`src/design/rtp_pkg.sv`:
```
package rtp_pkg;

	// Widths of the data path and of the beat fields.
	localparam int VAL_W       = 64;
	localparam int LEN_W       = 16;
	localparam int RADIX_W     = 6;
	localparam int COUNT_WIDTH = 16;
	localparam int CFG_IDX_W   = 8;
	localparam int CFG_DATA_W  = 8;
	localparam int PROD_W      = VAL_W + RADIX_W + 1;
	localparam int POS_W       = 33;

	// Decoupling queue between the classifier and the parser.
	localparam int QDEPTH = 4;
	localparam int QPTR_W = $clog2(QDEPTH);
	localparam int QCNT_W = $clog2(QDEPTH + 1);

	// Bases and digit codes.
	localparam logic [RADIX_W-1:0] BASE_NONE = 6'd0;
	localparam logic [RADIX_W-1:0] BASE_ONE  = 6'd1;
	localparam logic [RADIX_W-1:0] BASE_BIN  = 6'd2;
	localparam logic [RADIX_W-1:0] BASE_OCT  = 6'd8;
	localparam logic [RADIX_W-1:0] BASE_DEC  = 6'd10;
	localparam logic [RADIX_W-1:0] BASE_HEX  = 6'd16;
	localparam logic [RADIX_W-1:0] BASE_MAX  = 6'd36;
	localparam logic [RADIX_W-1:0] DIGIT_NONE    = 6'd63;
	localparam logic [7:0]         LETTER_OFFSET = 8'd10;

	// Saturation values.
	localparam logic [VAL_W-1:0] VAL_ONES  = {VAL_W{1'b1}};
	localparam logic [VAL_W-1:0] VAL_S_MAX = {1'b0, {(VAL_W-1){1'b1}}};
	localparam logic [VAL_W-1:0] VAL_S_MIN = {1'b1, {(VAL_W-1){1'b0}}};
	localparam logic [POS_W-1:0] POS_LIM   = (POS_W'(1) << COUNT_WIDTH) - POS_W'(1);
	localparam logic [POS_W-1:0] LEN_LIM   = (POS_W'(1) << LEN_W) - POS_W'(1);

	// Configuration register indexes.
	localparam logic [CFG_IDX_W-1:0] CFG_RADIX    = 8'd0;
	localparam logic [CFG_IDX_W-1:0] CFG_UNSIGNED = 8'd1;

	typedef enum logic [1:0] {
		ST_OK        = 2'd0,
		ST_NO_DIGITS = 2'd1,
		ST_OVERFLOW  = 2'd2,
		ST_BAD_RADIX = 2'd3
	} status_t;

	typedef enum logic [2:0] {
		PH_SPACE,
		PH_START,
		PH_ZERO,
		PH_DIGITS,
		PH_DONE
	} phase_t;

	typedef struct packed {
		logic [7:0] char_code;
		logic       is_last;
	} in_beat_t;

	typedef struct packed {
		logic [VAL_W-1:0] value_bits;
		logic [LEN_W-1:0] consumed_length;
		status_t          status;
	} out_beat_t;

	// Configuration as seen by the parser.
	typedef struct packed {
		logic [RADIX_W-1:0] radix;
		logic               unsigned_mode;
	} cfg_t;

	// A character after classification.
	typedef struct packed {
		logic [RADIX_W-1:0] dval;
		logic               is_space;
		logic               is_plus;
		logic               is_minus;
		logic               is_zero;
		logic               is_x;
		logic               is_b;
		logic               is_o;
		logic               last;
	} cls_t;

	// Queue handshake seen from either end.
	typedef struct packed {
		logic valid;
		logic full;
	} q_stat_t;

endpackage

```
`src/design/rtp_front.sv`:
```
module rtp_front
	import rtp_pkg::*;
(
	input  logic     in_valid,
	output logic     in_stall,
	input  in_beat_t in_data,
	input  q_stat_t  q_stat,
	output logic     push,
	output cls_t     push_data
);

	logic [7:0] c;
	logic [7:0] lc;

	assign c  = in_data.char_code;
	assign lc = c | 8'h20;

	// The queue takes a beat whenever it has room.
	assign in_stall = q_stat.full;
	assign push     = in_valid && !in_stall;

	// Digit value: decimal digits, then letters of either case.
	always_comb begin
		if (c >= 8'h30 && c <= 8'h39) begin
			push_data.dval = RADIX_W'(c - 8'h30);
		end else if (c >= 8'h41 && c <= 8'h5A) begin
			push_data.dval = RADIX_W'(c - 8'h41 + LETTER_OFFSET);
		end else if (c >= 8'h61 && c <= 8'h7A) begin
			push_data.dval = RADIX_W'(c - 8'h61 + LETTER_OFFSET);
		end else begin
			push_data.dval = DIGIT_NONE;
		end

		// Character classes used by the sign and prefix logic.
		push_data.is_space = (c == 8'h20) || (c >= 8'd9 && c <= 8'd13);
		push_data.is_plus  = (c == 8'h2B);
		push_data.is_minus = (c == 8'h2D);
		push_data.is_zero  = (c == 8'h30);
		push_data.is_x     = (lc == 8'h78);
		push_data.is_b     = (lc == 8'h62);
		push_data.is_o     = (lc == 8'h6F);
		push_data.last     = in_data.is_last;
	end

endmodule

```
`src/design/rtp_queue.sv`:
```
module rtp_queue
	import rtp_pkg::*;
(
	input  logic    clk,
	input  logic    arst_n,
	input  logic    push,
	input  cls_t    push_data,
	input  logic    pop,
	output cls_t    head,
	output q_stat_t q_stat
);

	cls_t              mem_q [QDEPTH];
	cls_t              head_q;
	logic [QPTR_W-1:0] wr_ptr_q;
	logic [QPTR_W-1:0] rd_ptr_q;
	logic [QCNT_W-1:0] count_q;
	logic [QPTR_W-1:0] rd_next;
	logic              bypass;

	assign head         = head_q;
	assign q_stat.valid = (count_q != '0);
	assign q_stat.full  = (count_q == QCNT_W'(QDEPTH));

	// The head register follows the read pointer; a push into a queue that
	// is empty after this edge goes straight to it.
	assign rd_next = pop ? rd_ptr_q + QPTR_W'(1) : rd_ptr_q;
	assign bypass  = push && (count_q == QCNT_W'(pop));

	// Entry storage and the registered head.
	always_ff @(posedge clk) begin
		if (push) begin
			mem_q[wr_ptr_q] <= push_data;
		end
		if (bypass) begin
			head_q <= push_data;
		end else begin
			head_q <= mem_q[rd_next];
		end
	end

	// Pointers and fill count.
	always_ff @(posedge clk or negedge arst_n) begin
		if (!arst_n) begin
			wr_ptr_q <= '0;
			rd_ptr_q <= '0;
			count_q  <= '0;
		end else begin
			if (push) begin
				wr_ptr_q <= wr_ptr_q + QPTR_W'(1);
			end
			if (pop) begin
				rd_ptr_q <= rd_ptr_q + QPTR_W'(1);
			end
			if (push && !pop) begin
				count_q <= count_q + QCNT_W'(1);
			end else if (pop && !push) begin
				count_q <= count_q - QCNT_W'(1);
			end
		end
	end

`ifndef SYNTHESIS
	a_count_bound: assert property (@(posedge clk) disable iff (!arst_n)
		count_q <= QCNT_W'(QDEPTH))
		else $error("queue count above depth");
	a_pop_nonempty: assert property (@(posedge clk) disable iff (!arst_n)
		pop |-> count_q != '0)
		else $error("pop from empty queue");
	a_push_grows: assert property (@(posedge clk) disable iff (!arst_n)
		(push && !pop) |=> count_q == $past(count_q) + QCNT_W'(1))
		else $error("push without pop did not grow the queue");
`endif

endmodule

```
`src/design/rtp_back.sv`:
```
module rtp_back
	import rtp_pkg::*;
(
	input  logic      clk,
	input  logic      arst_n,
	input  cfg_t      cfg,
	input  q_stat_t   q_stat,
	input  cls_t      item,
	output logic      pop,
	output logic      out_valid,
	input  logic      out_stall,
	output out_beat_t out_data
);

	// Parse state.
	phase_t             phase_q;
	logic [RADIX_W-1:0] ab_q;
	logic [VAL_W-1:0]   acc_q;
	logic               neg_q;
	logic               ovf_q;
	logic               seen_q;
	logic [COUNT_WIDTH-1:0] pos_q;

	// Result register.
	logic               out_valid_q;
	logic [VAL_W-1:0]   res_acc_q;
	logic               res_neg_q;
	logic               res_uns_q;
	status_t            res_status_q;
	logic [LEN_W-1:0]   res_len_q;

	// Step decode.
	phase_t             ph_step;
	logic [RADIX_W-1:0] ab_step;
	logic               neg_step;
	logic               take;
	logic               seen_force;
	logic [1:0]         bump;
	logic               r_bad;
	logic               r_pfx;
	logic [RADIX_W-1:0] nb;
	logic [RADIX_W-1:0] ab_res;
	logic [RADIX_W-1:0] take_base;
	logic               dig_ok;
	logic [PROD_W-1:0]  prod;
	logic [VAL_W-1:0]   limit;

	// Step data.
	phase_t             phase_d;
	logic [VAL_W-1:0]   acc_step;
	logic               ovf_step;
	logic               seen_step;
	logic               zero_end;
	logic [RADIX_W-1:0] ab_fin;
	logic               seen_fin;
	logic [1:0]         bump_fin;
	logic [POS_W-1:0]   pos_sum;
	logic [COUNT_WIDTH-1:0] pos_next;
	logic               invalid;
	status_t            status_fin;
	logic [LEN_W-1:0]   len_fin;

	// A string end needs room in the result register; other beats never wait.
	assign pop = q_stat.valid && (!item.last || !out_valid_q || !out_stall);

	assign r_bad  = (cfg.radix == BASE_ONE) || (cfg.radix > BASE_MAX);
	assign r_pfx  = (cfg.radix == BASE_HEX) || (cfg.radix == BASE_BIN && !cfg.unsigned_mode);
	assign ab_res = (ab_q == BASE_NONE) ? BASE_OCT : ab_q;

	// Base chosen by the prefix letter after a leading zero.
	always_comb begin
		nb = BASE_NONE;
		if (ab_q == BASE_NONE) begin
			if (item.is_x) begin
				nb = BASE_HEX;
			end else if (item.is_b) begin
				nb = BASE_BIN;
			end else if (item.is_o && !cfg.unsigned_mode) begin
				nb = BASE_OCT;
			end
		end else if (ab_q == BASE_HEX) begin
			if (item.is_x) begin
				nb = BASE_HEX;
			end
		end else if (item.is_b) begin
			nb = BASE_BIN;
		end
	end

	// Base for a digit taken in this beat.
	always_comb begin
		unique case (phase_q)
			PH_SPACE, PH_START: begin
				take_base = (cfg.radix == BASE_NONE) ? BASE_DEC : cfg.radix;
			end
			PH_ZERO: take_base = ab_res;
			default: take_base = ab_q;
		endcase
	end

	// Multiply-add and overflow check against the magnitude limit.
	assign dig_ok = item.dval < take_base;
	assign prod   = PROD_W'(acc_q) * PROD_W'(take_base) + PROD_W'(item.dval);
	assign limit  = cfg.unsigned_mode ? VAL_ONES : (neg_q ? VAL_S_MIN : VAL_S_MAX);

	// Decode of one character against the current phase.
	always_comb begin
		ph_step    = phase_q;
		ab_step    = ab_q;
		neg_step   = neg_q;
		take       = 1'b0;
		seen_force = 1'b0;
		bump       = 2'd0;
		unique case (phase_q)
			PH_SPACE, PH_START: begin
				priority if (phase_q == PH_SPACE && item.is_space) begin
					bump = 2'd1;
				end else if (phase_q == PH_SPACE && (item.is_plus || item.is_minus)) begin
					neg_step = item.is_minus;
					bump     = 2'd1;
					ph_step  = PH_START;
				end else if (cfg.radix == BASE_NONE) begin
					if (item.is_zero) begin
						ab_step = BASE_NONE;
						ph_step = PH_ZERO;
					end else begin
						ab_step = BASE_DEC;
						take    = 1'b1;
					end
				end else if (r_bad) begin
					ab_step = cfg.radix;
					ph_step = PH_DONE;
				end else if (r_pfx && item.is_zero) begin
					ab_step = cfg.radix;
					ph_step = PH_ZERO;
				end else begin
					ab_step = cfg.radix;
					take    = 1'b1;
				end
			end
			PH_ZERO: begin
				if (nb != BASE_NONE) begin
					ab_step = nb;
					ph_step = PH_DIGITS;
					bump    = 2'd2;
				end else begin
					ab_step    = ab_res;
					seen_force = 1'b1;
					bump       = 2'd1;
					take       = 1'b1;
				end
			end
			PH_DIGITS: take = 1'b1;
			default: begin
			end
		endcase
		if (take) begin
			if (dig_ok) begin
				ph_step = PH_DIGITS;
				bump    = bump + 2'd1;
			end else begin
				ph_step = PH_DONE;
			end
		end
	end

	// Next phase: a string end returns to whitespace skip.
	always_comb begin
		if (pop) begin
			phase_d = item.last ? PH_SPACE : ph_step;
		end else begin
			phase_d = phase_q;
		end
	end

	// Data path: accumulator, counters and the finished result.
	always_comb begin
		acc_step  = acc_q;
		ovf_step  = ovf_q;
		seen_step = seen_q || seen_force;
		if (take && dig_ok) begin
			seen_step = 1'b1;
			if (ovf_q || prod > PROD_W'(limit)) begin
				ovf_step = 1'b1;
			end else begin
				acc_step = prod[VAL_W-1:0];
			end
		end
		// A zero still waiting for its prefix letter counts as a digit.
		zero_end = item.last && (ph_step == PH_ZERO);
		ab_fin   = zero_end ? ((ab_step == BASE_NONE) ? BASE_OCT : ab_step) : ab_step;
		seen_fin = seen_step || zero_end;
		bump_fin = bump + {1'b0, zero_end};
		pos_sum  = POS_W'(pos_q) + POS_W'(bump_fin);
		pos_next = (pos_sum > POS_LIM) ? POS_LIM[COUNT_WIDTH-1:0] : pos_sum[COUNT_WIDTH-1:0];
		if (ph_step == PH_SPACE || ph_step == PH_START) begin
			invalid = r_bad;
		end else begin
			invalid = (ab_fin == BASE_ONE) || (ab_fin > BASE_MAX);
		end
		priority if (invalid) begin
			status_fin = ST_BAD_RADIX;
		end else if (!seen_fin) begin
			status_fin = ST_NO_DIGITS;
		end else if (ovf_step) begin
			status_fin = ST_OVERFLOW;
		end else begin
			status_fin = ST_OK;
		end
		if (status_fin == ST_OK || status_fin == ST_OVERFLOW) begin
			len_fin = (POS_W'(pos_next) > LEN_LIM) ? LEN_LIM[LEN_W-1:0]
				: LEN_W'(POS_W'(pos_next));
		end else begin
			len_fin = '0;
		end
	end

	// Parse state registers.
	always_ff @(posedge clk or negedge arst_n) begin
		if (!arst_n) begin
			phase_q <= PH_SPACE;
			ab_q    <= BASE_NONE;
			acc_q   <= '0;
			neg_q   <= 1'b0;
			ovf_q   <= 1'b0;
			seen_q  <= 1'b0;
			pos_q   <= '0;
		end else begin
			phase_q <= phase_d;
			if (pop) begin
				if (item.last) begin
					ab_q   <= BASE_NONE;
					acc_q  <= '0;
					neg_q  <= 1'b0;
					ovf_q  <= 1'b0;
					seen_q <= 1'b0;
					pos_q  <= '0;
				end else begin
					ab_q   <= ab_step;
					acc_q  <= acc_step;
					neg_q  <= neg_step;
					ovf_q  <= ovf_step;
					seen_q <= seen_step;
					pos_q  <= pos_next;
				end
			end
		end
	end

	// Result valid flag.
	always_ff @(posedge clk or negedge arst_n) begin
		if (!arst_n) begin
			out_valid_q <= 1'b0;
		end else if (pop && item.last) begin
			out_valid_q <= 1'b1;
		end else if (!out_stall) begin
			out_valid_q <= 1'b0;
		end
	end

	// Result payload.
	always_ff @(posedge clk) begin
		if (pop && item.last) begin
			res_acc_q    <= acc_step;
			res_neg_q    <= neg_step;
			res_uns_q    <= cfg.unsigned_mode;
			res_status_q <= status_fin;
			res_len_q    <= len_fin;
		end
	end

	// Final value: sign applied, the saturation value on overflow, or zero on a failed parse.
	always_comb begin
		out_data.consumed_length = res_len_q;
		out_data.status          = res_status_q;
		unique case (res_status_q)
			ST_OK: begin
				out_data.value_bits = res_neg_q ? (VAL_W'(0) - res_acc_q) : res_acc_q;
			end
			ST_OVERFLOW: begin
				out_data.value_bits = res_uns_q ? VAL_ONES
					: (res_neg_q ? VAL_S_MIN : VAL_S_MAX);
			end
			default: out_data.value_bits = '0;
		endcase
	end

	assign out_valid = out_valid_q;

`ifndef SYNTHESIS
	a_digits_base: assert property (@(posedge clk) disable iff (!arst_n)
		phase_q == PH_DIGITS |-> (ab_q >= BASE_BIN && ab_q <= BASE_MAX))
		else $error("digit phase with a base outside 2 to 36");
	a_zero_clean: assert property (@(posedge clk) disable iff (!arst_n)
		phase_q == PH_ZERO |-> (acc_q == '0 && !seen_q && !ovf_q))
		else $error("prefix phase with digits already taken");
	a_end_restarts: assert property (@(posedge clk) disable iff (!arst_n)
		(pop && item.last) |=> (phase_q == PH_SPACE && out_valid_q && pos_q == '0))
		else $error("string end did not produce a result and restart");
	a_no_len_fail: assert property (@(posedge clk) disable iff (!arst_n)
		(out_valid_q && (res_status_q == ST_NO_DIGITS || res_status_q == ST_BAD_RADIX))
		|-> res_len_q == '0)
		else $error("failed parse reports a length");
`endif

endmodule

```
`src/design/radix_integer_text_parser_top.sv`:
```
// Channel  Handshake            Beat
// in       in_valid / in_stall   in_data: char_code, is_last
// out      out_valid / out_stall out_data: value_bits, consumed_length, status
// cfg      cfg_valid / cfg_ready cfg_index, cfg_data (0 radix, 1 unsigned_mode)
//
// One character per cycle unless out_stall holds a result; the parser does one multiply-add
// by the base per cycle. A result is shown in the cycle after its string end is taken.
// A four-entry queue parts the classifier from the parser, so in_stall rises only when it fills.
// A string end waits in the queue while an earlier result is stalled at the output.
// Reset restores radix 10, signed mode and the whitespace skip phase; no clearing pass.
module radix_integer_text_parser_top
	import rtp_pkg::*;
(
	input  logic                  clk,
	input  logic                  arst_n,
	input  logic                  in_valid,
	output logic                  in_stall,
	input  in_beat_t              in_data,
	output logic                  out_valid,
	input  logic                  out_stall,
	output out_beat_t             out_data,
	input  logic                  cfg_valid,
	output logic                  cfg_ready,
	input  logic [CFG_IDX_W-1:0]  cfg_index,
	input  logic [CFG_DATA_W-1:0] cfg_data
);

	cfg_t    cfg_q;
	q_stat_t q_stat;
	logic    push;
	cls_t    push_data;
	logic    pop;
	cls_t    head;

	assign cfg_ready = 1'b1;

	// Configuration registers.
	always_ff @(posedge clk or negedge arst_n) begin
		if (!arst_n) begin
			cfg_q.radix         <= BASE_DEC;
			cfg_q.unsigned_mode <= 1'b0;
		end else if (cfg_valid && cfg_ready) begin
			unique case (cfg_index)
				CFG_RADIX:    cfg_q.radix <= cfg_data[RADIX_W-1:0];
				CFG_UNSIGNED: cfg_q.unsigned_mode <= cfg_data[0];
				default: begin
				end
			endcase
		end
	end

	rtp_front u_front (
		.in_valid  (in_valid),
		.in_stall  (in_stall),
		.in_data   (in_data),
		.q_stat    (q_stat),
		.push      (push),
		.push_data (push_data)
	);

	rtp_queue u_queue (
		.clk       (clk),
		.arst_n    (arst_n),
		.push      (push),
		.push_data (push_data),
		.pop       (pop),
		.head      (head),
		.q_stat    (q_stat)
	);

	rtp_back u_back (
		.clk       (clk),
		.arst_n    (arst_n),
		.cfg       (cfg_q),
		.q_stat    (q_stat),
		.item      (head),
		.pop       (pop),
		.out_valid (out_valid),
		.out_stall (out_stall),
		.out_data  (out_data)
	);

endmodule
```
`config.mk`:
```
export PLATFORM = sky130hd
export DESIGN_NAME = radix_integer_text_parser_top
export DESIGN_NICKNAME = d
export VERILOG_FILES = /design/src/design/rtp_pkg.sv /design/src/design/rtp_front.sv /design/src/design/rtp_queue.sv /design/src/design/rtp_back.sv /design/src/design/radix_integer_text_parser_top.sv
export SDC_FILE = /design/constraint.sdc
export NUM_CORES = 2
export LEC_CHECK = 0
export BUFFER_PORTS_ARGS = -buffer_cell sky130_fd_sc_hd__buf_2
export CAP_MARGIN = 30
export CORE_ASPECT_RATIO = 1.25
export CORE_MARGIN = 10
export CORE_UTILIZATION = 67
export CTS_CLUSTER_SIZE = 20
export DETAILED_ROUTE_END_ITERATION = 8
export PLACE_DENSITY = 0.84
export SLEW_MARGIN = 25
export SYNTH_ARGS = -nofsm -noshare
export SYNTH_HDL_FRONTEND = slang
export SYNTH_SLANG_ARGS = --single-unit
```
`constraint.sdc`:
```
create_clock -name clk -period 29.2 [get_ports clk]
set_input_delay 5.84 -clock clk [delete_from_list [all_inputs] [get_ports clk]]
set_output_delay 5.84 -clock clk [all_outputs]
set_load 0.05 [all_outputs]
```
== Yosys cells after proc, flatten, opt, wreduce, memory -nomap -nowiden ==
Memory sizes are Yosys's and may differ from the RTL's.
Index checks and enable logic that the tools add are counted.
Storage, ports and cells
  register bits after elaboration: 205
  input port bits: 30
  word-level logic and storage cells: 209
  memories kept: 1
  RAM bits: 56
  output and inout port bits: 85
Memories
  u_queue.mem_q: depth 4, width 14, rd ports 1, clocked after Yosys merged registers in 0, wr ports 1, line rtp_queue.sv:13  | cls_t mem_q [QDEPTH];
Operators by class
  magnitude comparators: 13
  multiplexer cells: 80
  add/subtract/negate cells: 14
  equality and inequality tests: 23
  $mul: 1
  reduce and logical (&&, ||, !) cells: 50
Operators by type and width (number)
  $mux W64: 8
  $pmux W64 S2: 1
  $mux W6: 16
  $add A70 B6 Y71: 1
  $gt A71 B64 Y1: 1
  $mul A64 B6 Y70: 1
  $sub A1 B64 Y64 const A: 1
  $mux W3: 12
  $gt A33 B16 Y1 const B: 1
  $eq A8 B6 Y1 const B: 4
  $mux W16: 2
  $pmux W6 S2: 2
  $mux W1: 23
  $eq A7 B6 Y1 const B: 3
  $logic_not A6 Y1: 3
  $mux W2: 9
  $add A16 B2 Y17: 1
  $logic_and A1 B1 Y1: 17
  $ge A8 B7 Y1 const B: 2
  $le A8 B7 Y1 const B: 2
  $mux W14: 1
  $add A6 B4 Y6 const B: 2
  $eq A6 B1 Y1 const B: 2
  $eq A6 B5 Y1 const B: 2
  other kinds (35): 64

== Logic depth before layout (Yosys ltp) ==
  word-level depth: 20
  depth in mapped cells: 39
  mapped depth without buffers: 36

== Cells and area by module ==
Synthesis repeated with hierarchy kept, for this count alone.
Unflattened totals
  cells, all modules: 3298
  area, all modules: 30123.9 sq um
By module, submodules not included
  rtp_back: cells each 2920, instances 1, sequential area each 4849.7 sq um, area an instance 25618.3 sq um
  rtp_queue: cells each 277, instances 1, sequential area each 2137.0 sq um, area an instance 3627.2 sq um
  rtp_front: cells each 80, instances 1, sequential area each 0.0 sq um, area an instance 564.3 sq um
  radix_integer_text_parser_top: cells each 21, instances 1, sequential area each 177.7 sq um, area an instance 314.1 sq um

== Worst setup path after synthesis ==
Ideal clock, no wire load.
  path kind: register to output
  start point: reg u_back.res_acc_q[18]
  end point: out out_data[76] (netlist bit)
  data arrival time: 3.724 ns
  cell stages (with the launch flop): 10
  path slack: 19.636 ns
  buffers on the path: 0
  required time: 23.360 ns
  cell sequence: edfxtp_1 > or4_1 > nor4_2 > nand2b_1 > or3_1 > nor4_4 > nand4_1 > o31ai_1 > xor2_1 > o21ai_0
RTL lines
  from (decl): line rtp_back.sv:26  | logic [VAL_W-1:0] res_acc_q;
  from (signal assigned): line rtp_back.sv:264  | res_acc_q <= acc_step;
  to (decl): line radix_integer_text_parser_top.sv:21  | output out_beat_t out_data,

== Worst setup path after layout ==
  start point: reg cfg_q[1] (netlist bit)
  end point: reg u_back.acc_q[39]
On the way
  cells in the longest elaborated chain, start to end: 13
  elaborated cells on any way between the ends: 26
  classes of those cells: add/sub (1); mul (1); order compare (3); eq/ne (3); mux (11); reduce/logical (7)
Ends and longest elaborated chain
  from (decl): line radix_integer_text_parser_top.sv:28  | cfg_t cfg_q;
  parallel branches: the longest is 11 deep, another holds $add A70 B6 Y71
  $mux W64 *: line rtp_back.sv:181  | if (take && dig_ok) begin
  $mux W64 *: line rtp_back.sv:231  | if (item.last) begin
  to (signal assigned): line rtp_back.sv:240  | acc_q <= acc_step;
  to (decl): line rtp_back.sv:18  | logic [VAL_W-1:0] acc_q;
Every way passes the cells marked *.
A chain may end at the register's enable or synchronous reset.

==> metrics <==
fin nets 3447; WP buf/inv 7; leading area contributor after synthesis fa_1; Worst-Margin Slew slightly above 0.9 ns; Async SR Flop Fraction 41.0%; crit-path max FO 65; routed wire length 75700 um; Worst setup SP type flop; MaxCap Viol Count 0; buffers added on ports approximately 110; register bit count reported by yosys between 200 and 300; fmax around 0.08 GHz; share of cells above drive strength 1 between 8 and 9%; GRT Total Usage around 30%; crit-path leading delay family compound AO/OA/AOI/OAI gates; top cells by area, synth fa_1 (18%), edfxtp_1 (15%), ha_1 (11%), dfrtp_1 (9.4%), and2_1 (5.5%); Pint slightly above 1 mW; most common cell in the synthesized netlist nand2_1; CTS Root Cell clkbuf_16; die width 203 um; Clock Latency Late Sink between 0.5 and 0.6 ns; RD Place Congestion ~0.98; Critical Path Slowest Stage Cell a2111oi_0; antenna cells 0; Slew headroom 37.6%; first-pass GRT wire length around 120000 um; Starting Density about 70%; Min-Delay Path Depth 2; FP Rows just over 80; post-layout min period approximately 12 ns; largest net degree at the start of global routing 69; Crit path largest cell delay around 0.77 ns; Core Box Area between 40000 and 50000 sq um; Fin Setup TNS 0 ns; cell area after synthesis 28100 sq um; hold crit path type flop to flop; VDD IR-drop max about 130 uV; total die area about 50000 sq um; Seq pwr share ~28%; ANT nets after route 0; final hold viol count 0; CTS buffer count 29; hold buffer count at cts 0; yosys warns 0; clk buf depth 3; via count 22800; filler cell count in the final layout slightly above 3000; Pwr Density between 70 and 80 nW/um^2; cells on worst reg2reg path 38; clock skew 0.0187 ns; CTS tree yes; switching share of power roughly 51%; setup ws final ~17 ns; Slew Viols, Final 0; I/O Pins about 120; clk sinks 261; clock power share ~18%; Unique masters post-synth between 90 and 100; total power between 2 and 2.5 mW; Final setup viols 0; Worst EP required ~30 ns; Yosys top cell area share 18.1%; number of synthesized flops with an enable pin between 100 and 150; static leakage around 14 nW; Syn Area/Cell approximately 9.6 sq um; Worst EP arrival 12.91 ns; Stages on worst setup path 38; status complete, no violations; DRC Markers 0; Worst Setup End Kind flop; Syn Nets about 3400; grt total ovfl 0; RSZ-0062 raised after global routing false; Synth Instances between 2000 and 3000; post-cts sizing count 0; worst slack, placed between 15 and 20 ns; hpwl dp 56200 um; most common library cells after synthesis nand2_1 (314), fa_1 (254), and2_1 (249); initial antenna violation count 2; vias in the first global route between 20000 and 25000; Seq/Total Area, Yosys about 26%; H-tree levels 1; Setup CP Type flop to flop; length of the first detailed-routing pass in iterations 6; combinational power share 54.5%; fin crit share 42.6%; ys flop type edfxtp_1; Reg clk slew, reported paths 0.07 ns; drt wl/cell between 20 and 25 um; die height approximately 250 um; DRT iter0 DRCs approximately 1900; net switching power around 1.1 mW; postcts setup bufs 0; hold_ws just over 0.5 ns; Via density approximately 6.5; Layout area overhead 6.24%
==> final cells by class <==
cell class	instances	area, sq um	area share [%]
inverter	214	805	2.70
clock buffer	32	737	2.47
tap	552	691	2.32
multi-input combinational	2286	19500	65.3
clock inverter	22	199	0.667
sequential	261	7160	24.0
timing repair buffer	133	739	2.48
==> registers in the layout, indices dropped and copies added, names as in the netlist <==
register             count
u_back.acc_q            64
u_back.ovf_q             1
u_back.ab_q              6
u_back.neg_q             1
u_queue.count_q          3
u_queue.wr_ptr_q         2
u_back.res_len_q        16
u_back.out_valid         1
u_queue.rd_ptr_q         2
u_back.res_neg_q         1
cfg_q                    7
u_queue.mem_q           56
u_queue.head            14
u_back.res_uns_q         1
u_back.phase_q           3
u_back.pos_q            16
u_back.seen_q            1
u_back.res_status_q      2
u_back.res_acc_q        64
==> worst paths after layout <==
path	from	to	slack [ns]
min in group asynchronous	arst_n	u_back.pos_q[2]	5.30
worst min-delay path	u_back.pos_q[0]	u_back.pos_q[0]	0.51
worst min register to register	u_back.pos_q[0]	u_back.pos_q[0]	0.51
worst max-delay path	cfg_q[1]	u_back.acc_q[39]	16.76
worst max register to register	cfg_q[1]	u_back.acc_q[39]	16.76
max in group asynchronous	arst_n	u_back.acc_q[19]	22.50
==> layout by cell type (no fill, tap or decap), types with 22 or more instances in the layout <==
master / netlist / final
and3_1: 22 / 22
nand4_1: 44 / 44
a21oi_1: 152 / 151
edfxtp_1: 140 / 140
xnor2_1: 55 / 54
and2_1: 249 / 249
nor2_1: 107 / 107
o21ai_0: 179 / 177
nand2_1: 314 / 313
nand3_1: 37 / 37
fa_1: 254 / 254
inv_1: 213 / 211
buf_2: 15 / 110
nor3_1: 31 / 31
a21o_1: 27 / 27
a22o_1: 81 / 81
clkbuf_16: 0 / 29
o31ai_1: 29 / 29
xor2_1: 90 / 90
dfrtp_1: 105 / 105
mux2_1: 63 / 63
mux2_2: 25 / 25
ha_1: 238 / 238
==> routing by layer <==
layer | track usage (%) | share of wire (%) | vias up
met5 | 0 | 0.017 | -
met2 | 51.8 | 50 | 1039
met3 | 4.37 | 7.6 | 185
met1 | 36.1 | 38 | 11400
met4 | 11.3 | 3.7 | 2
li1 | - | - | 10200
==> power by group through the flow <==
stage / clock network (mW) / logic (mW) / registers [mW]
after floorplan: 0 / 0.812 / 0.604
after global placement: 0 / 1.11 / 0.586
after detailed placement: 0 / 1.14 / 0.593
after CTS: 0.374 / 1.14 / 0.587
after global routing: 0.385 / 1.24 / 0.598
final: 0.371 / 1.15 / 0.589
==> cells by family (layout without fill, tap and decap cells) <==
| logic type | after synthesis | count (layout) | synth area share (%) |
|---|---|---|---|
| AO/OA/AOI/OAI | 637 | 637 | 14.6 |
| AND/OR/NAND/NOR | 906 | 906 | 16.6 |
| flip-flops | 261 | 261 | 25.5 |
| XOR/XNOR | 145 | 145 | 4.52 |
| buffers and inverters | 362 | 401 | 5.29 |
| multiplexers | 105 | 105 | 4.76 |
| adder cells (fa/ha/maj) | 492 | 492 | 28.7 |
| other | 1 | 1 | 0.0134 |
==> through the flow <==
stage | instances | instance area (sq um) | utilization [%]
6_report | 3500 | 29800 | 72.3
4_1_cts | 3499 | 29800 | 72.3
3_5_place_dp | 3445 | 28900 | 70.0
2_1_floorplan | 2909 | 28100 | -
3_3_place_gp | 3444 | 28900 | 70.0
5_1_grt | 3500 | 29800 | 72.3
==> worst register-to-register path: cells and delay by family (launching register included) <==
kind	cells	cell delay, ns
buffers and inverters	7	2.05
adder cells (fa/ha/maj)	6	2.75
XOR/XNOR	1	0.34
AND/OR/NAND/NOR	6	2.06
flip-flops	1	0.49
AO/OA/AOI/OAI	18	4.66
Power figures use the tool's default switching activity.
